--- src/sv/gated_square_matrix_multiply_top_macros.svh ---
// assertion macros for the gated square matrix multiply block
// used by gated_square_matrix_multiply_top.sv, no other dependencies
`ifndef GATED_SQUARE_MATRIX_MULTIPLY_TOP_MACROS_SVH
`define GATED_SQUARE_MATRIX_MULTIPLY_TOP_MACROS_SVH

`ifndef SYNTHESIS
// expression holds on every clock edge out of reset
`define GSMM_ASSERT_ALWAYS(label, clk, rst_n, expr, msg) \
    label: assert property (@(posedge clk) disable iff (!rst_n) (expr)) else $error(msg);
// antecedent implies consequent on the next clock edge
`define GSMM_ASSERT_NEXT(label, clk, rst_n, ante, cons, msg) \
    label: assert property (@(posedge clk) disable iff (!rst_n) (ante) |=> (cons)) \
        else $error(msg);
`else
`define GSMM_ASSERT_ALWAYS(label, clk, rst_n, expr, msg)
`define GSMM_ASSERT_NEXT(label, clk, rst_n, ante, cons, msg)
`endif

`endif

--- src/sv/gsmm_pkg.sv ---
// types, constants and microcode table of the gated square matrix multiply block
// no dependencies; used by gsmm_seq and gated_square_matrix_multiply_top
`timescale 1ns / 1ps
`default_nettype none

package gsmm_pkg;

    localparam int ELEM_W = 16;
    localparam int PROD_W = 2 * ELEM_W;
    localparam int RES_W  = 33;
    localparam int SIZE_W = 4;
    localparam int STEP_W = 3;

    // microcode step addresses
    localparam logic [STEP_W-1:0] STEP_LOAD      = 3'd0;
    localparam logic [STEP_W-1:0] STEP_ISSUE     = 3'd1;
    localparam logic [STEP_W-1:0] STEP_DRAIN_MUL = 3'd2;
    localparam logic [STEP_W-1:0] STEP_DRAIN_ACC = 3'd3;
    localparam logic [STEP_W-1:0] STEP_EMIT      = 3'd4;
    localparam logic [STEP_W-1:0] STEP_REJECT    = 3'd5;

    typedef enum logic [2:0] {
        JMP_NEXT,
        JMP_GOTO,
        JMP_LOAD,
        JMP_KLOOP,
        JMP_EMIT,
        JMP_REJECT
    } jump_t;

    typedef struct packed {
        logic              in_ready;
        logic              rd_issue;
        logic              out_load;
        logic              out_reject;
        jump_t             jump;
        logic [STEP_W-1:0] target;
        logic [STEP_W-1:0] alt;
    } ctrl_word_t;

    typedef struct packed {
        logic in_accept;
        logic load_final;
        logic pos_next;
        logic k_last;
        logic out_free;
        logic entry_last;
    } status_t;

    typedef struct packed {
        logic signed [ELEM_W-1:0] first_element;
        logic signed [ELEM_W-1:0] second_element;
    } in_word_t;

    typedef struct packed {
        logic [RES_W-1:0] product_element;
        logic             all_positive;
        logic             last_result;
    } out_word_t;

    function automatic ctrl_word_t rom_word(input logic [STEP_W-1:0] step);
        ctrl_word_t w;
        w        = '0;
        w.jump   = JMP_NEXT;
        w.target = STEP_LOAD;
        w.alt    = STEP_LOAD;
        unique case (step)
            STEP_LOAD:
            begin
                w.in_ready = 1'b1;
                w.jump     = JMP_LOAD;
                w.target   = STEP_LOAD;
                w.alt      = STEP_REJECT;
            end
            STEP_ISSUE:
            begin
                w.rd_issue = 1'b1;
                w.jump     = JMP_KLOOP;
            end
            STEP_DRAIN_MUL:
            begin
                w.jump = JMP_NEXT;
            end
            STEP_DRAIN_ACC:
            begin
                w.jump = JMP_NEXT;
            end
            STEP_EMIT:
            begin
                w.out_load = 1'b1;
                w.jump     = JMP_EMIT;
                w.target   = STEP_LOAD;
                w.alt      = STEP_ISSUE;
            end
            STEP_REJECT:
            begin
                w.out_reject = 1'b1;
                w.jump       = JMP_REJECT;
                w.target     = STEP_LOAD;
            end
            default:
            begin
                w.jump   = JMP_GOTO;
                w.target = STEP_LOAD;
            end
        endcase
        return w;
    endfunction

endpackage

`default_nettype wire

--- src/sv/gsmm_ram.sv ---
// generic single write, single read ram with registered read data
// no dependencies
`timescale 1ns / 1ps
`default_nettype none

module gsmm_ram #(
    parameter int WIDTH = 16,
    parameter int DEPTH = 64,
    localparam int ADDR_W = (DEPTH > 1) ? $clog2(DEPTH) : 1
) (
    input  wire logic              clk,
    input  wire logic              wr_en,
    input  wire logic [ADDR_W-1:0] wr_addr,
    input  wire logic [WIDTH-1:0]  wr_data,
    input  wire logic              rd_en,
    input  wire logic [ADDR_W-1:0] rd_addr,
    output      logic [WIDTH-1:0]  rd_data
);

    logic [WIDTH-1:0] mem [DEPTH];

    always_ff @(posedge clk)
    begin
        if (wr_en)
        begin
            mem[wr_addr] <= wr_data;
        end
        if (rd_en)
        begin
            rd_data <= mem[rd_addr];
        end
    end

endmodule

`default_nettype wire

--- src/sv/gsmm_seq.sv ---
// microcode sequencer: step counter, control table lookup and jumps
// depends on gsmm_pkg
`timescale 1ns / 1ps
`default_nettype none

module gsmm_seq (
    input  wire logic                 clk,
    input  wire logic                 rst_n,
    input  wire gsmm_pkg::status_t    status,
    output      gsmm_pkg::ctrl_word_t ctrl
);

    logic [gsmm_pkg::STEP_W-1:0] pc_reg;
    logic [gsmm_pkg::STEP_W-1:0] pc_next;

    assign ctrl = gsmm_pkg::rom_word(pc_reg);

    always_ff @(posedge clk or negedge rst_n)
    begin
        if (!rst_n)
        begin
            pc_reg <= gsmm_pkg::STEP_LOAD;
        end
        else
        begin
            pc_reg <= pc_next;
        end
    end

    always_comb
    begin
        pc_next = pc_reg;
        unique case (ctrl.jump)
            gsmm_pkg::JMP_NEXT:
            begin
                pc_next = pc_reg + gsmm_pkg::STEP_W'(1);
            end
            gsmm_pkg::JMP_GOTO:
            begin
                pc_next = ctrl.target;
            end
            gsmm_pkg::JMP_LOAD:
            begin
                priority if (!status.in_accept)
                    pc_next = pc_reg;
                else if (!status.load_final)
                    pc_next = ctrl.target;
                else if (!status.pos_next)
                    pc_next = ctrl.alt;
                else
                    pc_next = pc_reg + gsmm_pkg::STEP_W'(1);
            end
            gsmm_pkg::JMP_KLOOP:
            begin
                pc_next = status.k_last ? pc_reg + gsmm_pkg::STEP_W'(1) : pc_reg;
            end
            gsmm_pkg::JMP_EMIT:
            begin
                priority if (!status.out_free)
                    pc_next = pc_reg;
                else if (status.entry_last)
                    pc_next = ctrl.target;
                else
                    pc_next = ctrl.alt;
            end
            gsmm_pkg::JMP_REJECT:
            begin
                pc_next = status.out_free ? ctrl.target : pc_reg;
            end
            default:
            begin
                pc_next = gsmm_pkg::STEP_LOAD;
            end
        endcase
    end

endmodule

`default_nettype wire

--- src/sv/gated_square_matrix_multiply_top.sv ---
// gated square matrix multiply: top level with datapath and stores
// depends on gsmm_pkg, gsmm_seq, gsmm_ram and the assertion macro header
//
// channel  dir  handshake                word
// in       in   in_valid / in_ready      first_element, second_element
// out      out  out_valid / out_ready    product_element, all_positive, last_result
// cfg      in   cfg_wr_en                matrix_size (cfg_wr_data)
//
// loading accepts words back to back while in the load step; each product entry
// issues n reads through the one read port of each store into the shared multiply
// and accumulate, then passes through the drain_mul, drain_acc and emit steps.
// a rejected run gives its single word from the reject step once the output is free.
// reset clears the control state and the accumulator; the stores need no clearing pass.
// a stalled output holds the emit step; the next run loads while the last word waits.
`timescale 1ns / 1ps
`default_nettype none
`include "gated_square_matrix_multiply_top_macros.svh"

module gated_square_matrix_multiply_top #(
    parameter int MAX_DIM = 8
) (
    input  wire logic                          clk,
    input  wire logic                          rst_n,
    input  wire logic                          cfg_wr_en,
    input  wire logic [gsmm_pkg::SIZE_W-1:0]   cfg_wr_data,
    input  wire logic                          in_valid,
    output      logic                          in_ready,
    input  wire gsmm_pkg::in_word_t            in_data,
    output      logic                          out_valid,
    input  wire logic                          out_ready,
    output      gsmm_pkg::out_word_t           out_data
);

    localparam int DEPTH = MAX_DIM * MAX_DIM;
    localparam int AW    = (DEPTH > 1) ? $clog2(DEPTH) : 1;
    localparam int CW    = $clog2(DEPTH + 1);
    localparam int IDX_W = (MAX_DIM > 1) ? $clog2(MAX_DIM) : 1;
    localparam int DIM_W = $clog2(MAX_DIM + 1);
    localparam int EW    = gsmm_pkg::ELEM_W;

    gsmm_pkg::ctrl_word_t ctrl;
    gsmm_pkg::status_t    status;

    logic [gsmm_pkg::SIZE_W-1:0] size_reg;
    logic [DIM_W-1:0]            eff_n;
    logic [DIM_W-1:0]            n_m1;
    logic [CW-1:0]               n_c;
    logic [CW-1:0]               total_c;
    logic [CW-1:0]               load_count_reg;
    logic                        pos_reg;
    logic                        item_pos;
    logic                        in_accept;

    logic [IDX_W-1:0] i_reg;
    logic [IDX_W-1:0] j_reg;
    logic [IDX_W-1:0] k_reg;
    logic             i_last;
    logic             j_last;
    logic             k_last;
    logic [AW-1:0]    n_w;
    logic [AW-1:0]    a_addr;
    logic [AW-1:0]    b_addr;

    logic [EW-1:0]                   a_rd;
    logic [EW-1:0]                   b_rd;
    logic [gsmm_pkg::PROD_W-1:0]     prod;
    logic [gsmm_pkg::PROD_W-1:0]     prod_reg;
    logic [gsmm_pkg::RES_W-1:0]      acc_reg;
    logic                            rd_v_reg;
    logic                            mul_v_reg;

    logic                 out_free;
    logic                 out_valid_reg;
    gsmm_pkg::out_word_t  out_data_reg;

    // size register with clamping to 1..MAX_DIM
    always_comb
    begin
        priority if (size_reg == '0)
            eff_n = DIM_W'(1);
        else if (size_reg > gsmm_pkg::SIZE_W'(MAX_DIM))
            eff_n = DIM_W'(MAX_DIM);
        else
            eff_n = DIM_W'(size_reg);
    end

    assign n_m1    = eff_n - DIM_W'(1);
    assign n_c     = CW'(eff_n);
    assign total_c = n_c * n_c;
    assign n_w     = AW'(eff_n);

    assign in_ready  = ctrl.in_ready;
    assign in_accept = in_valid & ctrl.in_ready;
    assign item_pos  = !in_data.first_element[EW-1] && (in_data.first_element != '0) &&
                       !in_data.second_element[EW-1] && (in_data.second_element != '0);

    assign i_last = (DIM_W'(i_reg) == n_m1);
    assign j_last = (DIM_W'(j_reg) == n_m1);
    assign k_last = (DIM_W'(k_reg) == n_m1);

    // first store is read along row i, second along column j
    assign a_addr = AW'(i_reg) * n_w + AW'(k_reg);
    assign b_addr = AW'(k_reg) * n_w + AW'(j_reg);

    assign out_free = !out_valid_reg || out_ready;

    assign status.in_accept  = in_accept;
    assign status.load_final = (load_count_reg + CW'(1)) == total_c;
    assign status.pos_next   = pos_reg & item_pos;
    assign status.k_last     = k_last;
    assign status.out_free   = out_free;
    assign status.entry_last = i_last & j_last;

    gsmm_seq u_seq (
        .clk    (clk),
        .rst_n  (rst_n),
        .status (status),
        .ctrl   (ctrl)
    );

    gsmm_ram #(
        .WIDTH (EW),
        .DEPTH (DEPTH)
    ) u_first_store (
        .clk     (clk),
        .wr_en   (in_accept),
        .wr_addr (load_count_reg[AW-1:0]),
        .wr_data (in_data.first_element),
        .rd_en   (ctrl.rd_issue),
        .rd_addr (a_addr),
        .rd_data (a_rd)
    );

    gsmm_ram #(
        .WIDTH (EW),
        .DEPTH (DEPTH)
    ) u_second_store (
        .clk     (clk),
        .wr_en   (in_accept),
        .wr_addr (load_count_reg[AW-1:0]),
        .wr_data (in_data.second_element),
        .rd_en   (ctrl.rd_issue),
        .rd_addr (b_addr),
        .rd_data (b_rd)
    );

    // products run only on all-positive runs, so raw bits are unsigned
    assign prod = a_rd * b_rd;

    always_ff @(posedge clk or negedge rst_n)
    begin
        if (!rst_n)
        begin
            size_reg       <= gsmm_pkg::SIZE_W'(MAX_DIM);
            load_count_reg <= '0;
            pos_reg        <= 1'b1;
            i_reg          <= '0;
            j_reg          <= '0;
            k_reg          <= '0;
            rd_v_reg       <= 1'b0;
            mul_v_reg      <= 1'b0;
            acc_reg        <= '0;
            out_valid_reg  <= 1'b0;
        end
        else
        begin
            rd_v_reg  <= ctrl.rd_issue;
            mul_v_reg <= rd_v_reg;

            if (cfg_wr_en)
            begin
                size_reg       <= cfg_wr_data;
                load_count_reg <= '0;
                pos_reg        <= 1'b1;
            end
            else if (in_accept)
            begin
                if (status.load_final)
                begin
                    load_count_reg <= '0;
                    pos_reg        <= 1'b1;
                end
                else
                begin
                    load_count_reg <= load_count_reg + CW'(1);
                    pos_reg        <= status.pos_next;
                end
            end

            if (ctrl.rd_issue)
            begin
                k_reg <= k_last ? '0 : k_reg + IDX_W'(1);
            end

            if (ctrl.out_load && out_free)
            begin
                acc_reg <= '0;
                if (j_last)
                begin
                    j_reg <= '0;
                    i_reg <= i_last ? '0 : i_reg + IDX_W'(1);
                end
                else
                begin
                    j_reg <= j_reg + IDX_W'(1);
                end
            end
            else if (mul_v_reg)
            begin
                acc_reg <= acc_reg + gsmm_pkg::RES_W'(prod_reg);
            end

            if ((ctrl.out_load || ctrl.out_reject) && out_free)
                out_valid_reg <= 1'b1;
            else if (out_ready)
                out_valid_reg <= 1'b0;
        end
    end

    always_ff @(posedge clk)
    begin
        if (rd_v_reg)
        begin
            prod_reg <= prod;
        end
        if (ctrl.out_load && out_free)
        begin
            out_data_reg.product_element <= acc_reg;
            out_data_reg.all_positive    <= 1'b1;
            out_data_reg.last_result     <= i_last & j_last;
        end
        else if (ctrl.out_reject && out_free)
        begin
            out_data_reg.product_element <= '0;
            out_data_reg.all_positive    <= 1'b0;
            out_data_reg.last_result     <= 1'b1;
        end
    end

    assign out_valid = out_valid_reg;
    assign out_data  = out_data_reg;

    `GSMM_ASSERT_ALWAYS(a_load_pipe_empty, clk, rst_n, !ctrl.in_ready || (!rd_v_reg && !mul_v_reg), "input taken while the multiply pipeline is busy")
    `GSMM_ASSERT_ALWAYS(a_emit_pipe_empty, clk, rst_n, !ctrl.out_load || (!rd_v_reg && !mul_v_reg), "entry emitted before its sum is complete")
    `GSMM_ASSERT_ALWAYS(a_count_range, clk, rst_n, load_count_reg < total_c, "load count reached the matrix size")
    `GSMM_ASSERT_NEXT(a_issue_next, clk, rst_n, ctrl.rd_issue && k_last, !ctrl.rd_issue && rd_v_reg, "read issue did not stop after the last column")

endmodule

`default_nettype wire

--- config.mk ---
export PLATFORM = sky130hd
export DESIGN_NAME = gated_square_matrix_multiply_top
export DESIGN_NICKNAME = d
export VERILOG_FILES = /design/src/sv/gsmm_pkg.sv /design/src/sv/gsmm_ram.sv /design/src/sv/gsmm_seq.sv /design/src/sv/gated_square_matrix_multiply_top.sv
export VERILOG_INCLUDE_DIRS = /design/src /design/src/sv
export SDC_FILE = /design/constraint.sdc
export NUM_CORES = 2
export LEC_CHECK = 0
export BUFFER_PORTS_ARGS = -buffer_cell sky130_fd_sc_hd__clkbuf_2
export CAP_MARGIN = 20
export CORE_MARGIN = 2
export CORE_UTILIZATION = 63
export CTS_CLUSTER_SIZE = 24
export DETAILED_ROUTE_END_ITERATION = 16
export GPL_ROUTABILITY_DRIVEN = 0
export PLACE_DENSITY = 0.79
export SLEW_MARGIN = 5
export SYNTH_ARGS = -nofsm -noshare
export SYNTH_HDL_FRONTEND = slang
export SYNTH_SLANG_ARGS = --single-unit
--- constraint.sdc ---
create_clock -name clk -period 6.5 [get_ports clk]
set_input_delay 1.625 -clock clk [delete_from_list [all_inputs] [get_ports clk]]
set_output_delay 1.625 -clock clk [all_outputs]
set_load 0.1 [all_outputs]
* Word-level counts from Yosys, hierarchy flattened
Memories as Yosys holds them, arrays and structs flattened. A register that Yosys moved wholly into a read port is not among the register bits.
Cells that the tools add are included.
** Storage, ports and cells
- Input bits :: 41
- Logic and storage cells :: 107
- Memory bits (writable) :: 2048
- Memories :: 2
- Latch bits :: 0
- Output and inout bits :: 37
- Register bits after elaboration :: 127
- Memory bits (read-only) :: 0
** Memories
- u_first_store.mem :: words 64, bits a word 16, rd ports 1, clocked after Yosys merged registers in 1, write ports 1, RTL line gsmm_ram.sv:20 : logic [WIDTH-1:0] mem [DEPTH];
- u_second_store.mem :: words 64, bits a word 16, rd ports 1, clocked after Yosys merged registers in 1, write ports 1, RTL line gsmm_ram.sv:20
** Operators by class
- Reductions and logical operators :: 23
- Muxes and demuxes :: 33
- Add/subtract/negate cells :: 9
- Shift operators :: 0
- Equal/unequal tests :: 17
- Order comparisons :: 1
- Multipliers :: 4
- Div/mod/pow operators :: 0
- Bitwise operators :: 3
** Operators by type and width (number)
- 35-bit two-way mux :: 2
- 33-bit two-way mux :: 2
- 33-bit by 32-bit adder with 33-bit output :: 1
- 16-bit by 16-bit multiplier with 32-bit output :: 1
- 16-bit nonzero test :: 2
- 3-bit two-way mux :: 10
- 3-bit case mux with 5 select lines :: 2
- 7-bit two-way mux :: 3
- 3-bit by 1-bit adder with 3-bit output (second input constant) :: 4
- 6-bit by 3-bit adder with 6-bit output :: 2
- 3-bit by 2-bit equality test with 1-bit output (second input constant) :: 4
- 3-bit equality test (second input constant) :: 4
- 3-bit by 4-bit equality test with 1-bit output :: 3
- 3-bit by 4-bit multiplier with 6-bit output :: 2
- 1-bit two-way mux :: 11
- 4-bit two-way mux :: 2
- 2-bit inequality test (second input constant) :: 4
- 2-bit nonzero test :: 4
- 7-bit by 1-bit adder with 7-bit output (second input constant) :: 1
- 7-bit equality test :: 1
- 4-bit by 4-bit multiplier with 7-bit output :: 1
- 1-bit logical AND :: 6
- 3-bit logical NOT :: 2
- 3-bit case mux with 2 select lines :: 1
- 10 further kinds :: 15

* Logic depth before layout (Yosys ltp)
- Word-level depth :: 9
- Depth in mapped cells :: 22
- Depth with buffers taken out :: 21

* By module
A second synthesis with hierarchy kept.
** Second synthesis, totals
- Cell total of the unflattened synthesis :: 5416
- Area, all modules :: 96973.0 sq um
** Modules (own cells, without submodules)
- gsmm_ram :: instances 2, area an instance 40202.3 sq um, cells each 1829, sequential area each 31230.0 sq um
- gated_square_matrix_multiply_top :: instances 1, area an instance 16174.3 sq um, cells each 1710, sequential area each 3430.8 sq um
- gsmm_seq :: instances 1, area an instance 394.1 sq um, cells each 48, sequential area each 75.1 sq um

* Worst setup path before layout
Ideal clock, no wire load.
- Kind :: register to register
- Start :: register u_second_store.rd_data[1] (read register of u_second_store.mem)
- End :: register prod_reg[29] (netlist name), data pin
- Required time :: 6.242 ns
- Arrival time :: 5.640 ns
- Cell stages (with the launch flop) :: 21
- Path slack :: 0.602 ns
- Clock period less this slack :: 5.898 ns
- Cell sequence :: edfxtp_1 -> clkbuf_1 -> nand2_1 -> fa_1 -> fa_1 -> fa_1 -> fa_1 -> inv_1 -> fa_1 -> inv_1 -> fa_1 -> inv_1 -> ha_1 -> o21ai_0 -> o21bai_1 -> o21ba_2 -> o31ai_1 -> o311a_1 -> o211ai_1 -> a21oi_1 -> xnor2_1
** On the way
- Cells in the longest elaborated chain, start to end :: 1
** RTL lines
- start, declared :: RTL line gsmm_ram.sv:17 : output logic [WIDTH-1:0] rd_data
- 16-bit by 16-bit multiplier with 32-bit output :: RTL line gated_square_matrix_multiply_top.sv:148 : assign prod = a_rd * b_rd;
- net prod, one bit :: RTL line gated_square_matrix_multiply_top.sv:66 : logic [gsmm_pkg::PROD_W-1:0] prod;
- end signal, assigned :: RTL line gated_square_matrix_multiply_top.sv:224 : prod_reg <= prod;
- end, declared :: RTL line gated_square_matrix_multiply_top.sv:67 : logic [gsmm_pkg::PROD_W-1:0] prod_reg;
The timed path passes the listed nets, and every way through them passes these cells.
A chain may end at the register's enable or synchronous reset.

* Worst setup path in the final report
- Start :: register u_second_store.rd_data[4] (read register of u_second_store.mem)
- End :: register prod_reg[30] (netlist name), data pin
Same word-level chain as after synthesis.

==> summary.txt <==
STA
  – Clock Skew: 0.0442 ns
  – Least-Margin Pin Slew: approximately 1.2 ns
  – Final hold vios: 0
  – Slew headroom: 0.190
  – Fin crit period: 6.27 ns
  – Slew Viols, Final: 0
  – Final setup fails: 0
  – Max Fclk: 160 MHz
  – Final period util: 0.964

Clocking
  – CTS Buffer Depth: 3
  – Clock slew at reported path FFs: 0.07 ns
  – CTS buffer count: between 200 and 250
  – H-tree levels: 4
  – Skew-Pair Late Insertion Delay: ~0.86 ns
  – Root Buffer: clkbuf_16
  – CTS tree: yes
  – Clock Sinks: 2,207
  – Number of hold buffers added after cts: 0

Synth
  – EDFF count, synth: between 2,000 and 2,500
  – Synth warn: 0
  – Netlist Area Pre-Place: approximately 95,000 um2
  – Sequential area share after synthesis: 0.692
  – Synth Instances: 4,820
  – Top FF cell, synth: edfxtp_1
  – Async set or reset register ratio after synthesis: 0.0272
  – Distinct cells, synth: 74
  – Seq cells post-synth: ~2,200
  – Syn_area_per_cell: between 15 and 20 um2

Place
  – DP Wirelength: approximately 140,000 um
  – Number of port buffers: 77
  – Placed Area: ~100,000 um2

Floorplanning
  – # IOs: 78
  – Die ar.: ~150,000 um2
  – Die W: 393 um
  – Cell Rows: between 100 and 150
  – Die span in y: 393 um
  – Core Region: roughly 150,000 um2
  – Starting density of the core: 0.635

Global route
  – Total grt overflow: 0
  – Pin count of the biggest net entering global routing: 84
  – Vias in the first global route: 51,100
  – Wire length of the first global-routing pass: around 360,000 um
  – Tot GR Track Use: 0.332
  – Initial antenna violation count: 11

Detailed routing
  – Met2 WL: 123,000 um
  – Max Used Layer: met5
  – Wirelength, routed: around 250,000 um
  – Initial DRC count: approximately 7,300
  – Drt via density: a little under 7
  – WL/cell: between 30 and 40 um
  – Via Count: 50,100
  – Post-route ant nets: 0
  – 1st-pass router iterations: 8
  – Routed wl met3: 28,100 um
  – Met1 wire length: around 85,000 um
  – Residual DRC: 0

Setup path
  – WP data required: 7.06 ns
  – Crit-path max FO: 9
  – Critical path type: flop to flop
  – Critical Path AT: 6.83 ns
  – Critical path launch point type: flop
  – Crit end category: flop

Cells and area
  – Final #Nets: approximately 5,500
  – Syn-to-layout area delta: 12.0%
  – Layout cells sized above 1: 0.253
  – Fin area: 107,000 um2

Job
  – Number of max-cap violations: 0

Worst hold path
  – Worst Hold Class: flop to flop

Status
  – Status: finished clean
==> critical path: stages (launching register included) <==
cell,delay [ns]
edfxtp_1,0.56
and2_1,0.26
fa_1,0.54
inv_1,0.05
fa_1,0.46
fa_1,0.51
fa_1,0.55
inv_1,0.05
fa_1,0.47
inv_1,0.05
fa_1,0.47
inv_1,0.04
ha_1,0.37
and4_1,0.23
o21ai_0,0.09
o22ai_1,0.27
o211ai_1,0.17
a21boi_0,0.37
o311ai_2,0.15
a21oi_1,0.22
o211ai_1,0.13
==> worst paths after layout <==
check / startpoint / to / slack, ns / cells after the start
setup / recovery: u_second_store.rd_data[4]$_DFFE_PP_ / prod_reg[30]$_DFFE_PP_ / 0.23 / 20
hold / removal: out_data[1]$_SDFFE_PP1P_ / out_data[1]$_SDFFE_PP1P_ / 0.46 / 2
setup reg to reg: u_second_store.rd_data[4]$_DFFE_PP_ / prod_reg[30]$_DFFE_PP_ / 0.23 / 20
hold reg to reg: out_data[1]$_SDFFE_PP1P_ / out_data[1]$_SDFFE_PP1P_ / 0.46 / 2
max in group asynchronous: rst_n / load_count_reg[2]$_DFFE_PN0P_ / 4.93 / 2
min in group asynchronous: rst_n / acc_reg[12]$_DFFE_PN0P_ / 1.00 / 2
==> cells by family after synthesis <==
logic type	after synthesis	synth area share
other cells	1	0.0000394
flops	2207	0.692
compound gates	302	0.0203
fa+ha+maj	376	0.0655
simple gates	677	0.0353
mux	693	0.157
buf+inv	489	0.0219
xor+xnor	75	0.00764
==> layer usage <==
metal,GRT usage,vias up
li1,-,19700
met1,0.431,25900
met2,0.537,3721
met3,0.0780,726
met4,0.161,8
met5,0,-
==> stage by stage <==
| stage | util | TNS (ns) | std cells | setup WS (ns) | hold slack, ns |
|---|---|---|---|---|---|
| after floorplan | - | 0 | 4821 | 0.602 | 0.489 |
| after global placement | 0.665 | 0 | 6904 | 0.184 | 0.434 |
| after detailed placement | 0.665 | 0 | 6907 | 0.106 | 0.433 |
| after CTS | 0.710 | 0 | 7293 | 0.0942 | 0.468 |
| after global routing | 0.712 | -0.0395 | 7321 | -0.0395 | 0.487 |
| final | 0.712 | 0 | 7322 | 0.233 | 0.464 |
==> placed cells by master (no fill, tap or decap), types with 44 or more instances in the layout <==
cell / n
a21oi_1: 99
and2_1: 178
buf_4: 206
clkbuf_16: 211
clkbuf_2: 76
clkinv_1: 55
dfrtp_1: 58
edfxtp_1: 2146
fa_1: 202
ha_1: 168
inv_1: 267
mux2i_1: 49
mux4_2: 640
nand2_1: 204
nor2_1: 80
nor2_4: 65
nor2b_1: 49
o21ai_0: 44
==> final cells by class <==
class                           count  area, um2
Timing Repair Buffer              318       2620
Multi-Input combinational cell   2125      27800
Antenna cell                        2       5.00
Tap cell                         2016       2520
Sequential cell                  2207      66000
Inverter                          268       1010
Clock buffer                      257       5490
Clock inverter                    129       1240
Fill cell                        8613      43300
==> repair_timing <==
item	CTS	global route
endpoints found under the hold margin	0	0
setup buffers	0	27
gates resized for setup	0	2
setup endpoints to repair	0	8
==> cell usage after synthesis (all sizes together), types with 11 or more instances <==
library cell     n  area [um2]
a211oi          41         308
a21o            23         173
a21oi           99         495
and2           178        1110
and3            11        68.8
buf             86         578
clkbuf         135         507
dfrtp           58        1450
edfxtp        2146       64400
fa             204        4080
ha             172        2150
inv            267        1000
mux2i           49         490
mux4           640       14400
nand2          204         766
nand3           18        90.1
nand3b          11        82.6
nor2           145         544
nor2b           49         307
nor3            15        75.1
o21a            16         120
o21ai           49         245
xnor2           44         385
xor2            27         251
Power is not shown: default switching activity piles up to over one toggle a cycle in this logic, so the estimate is an artifact.
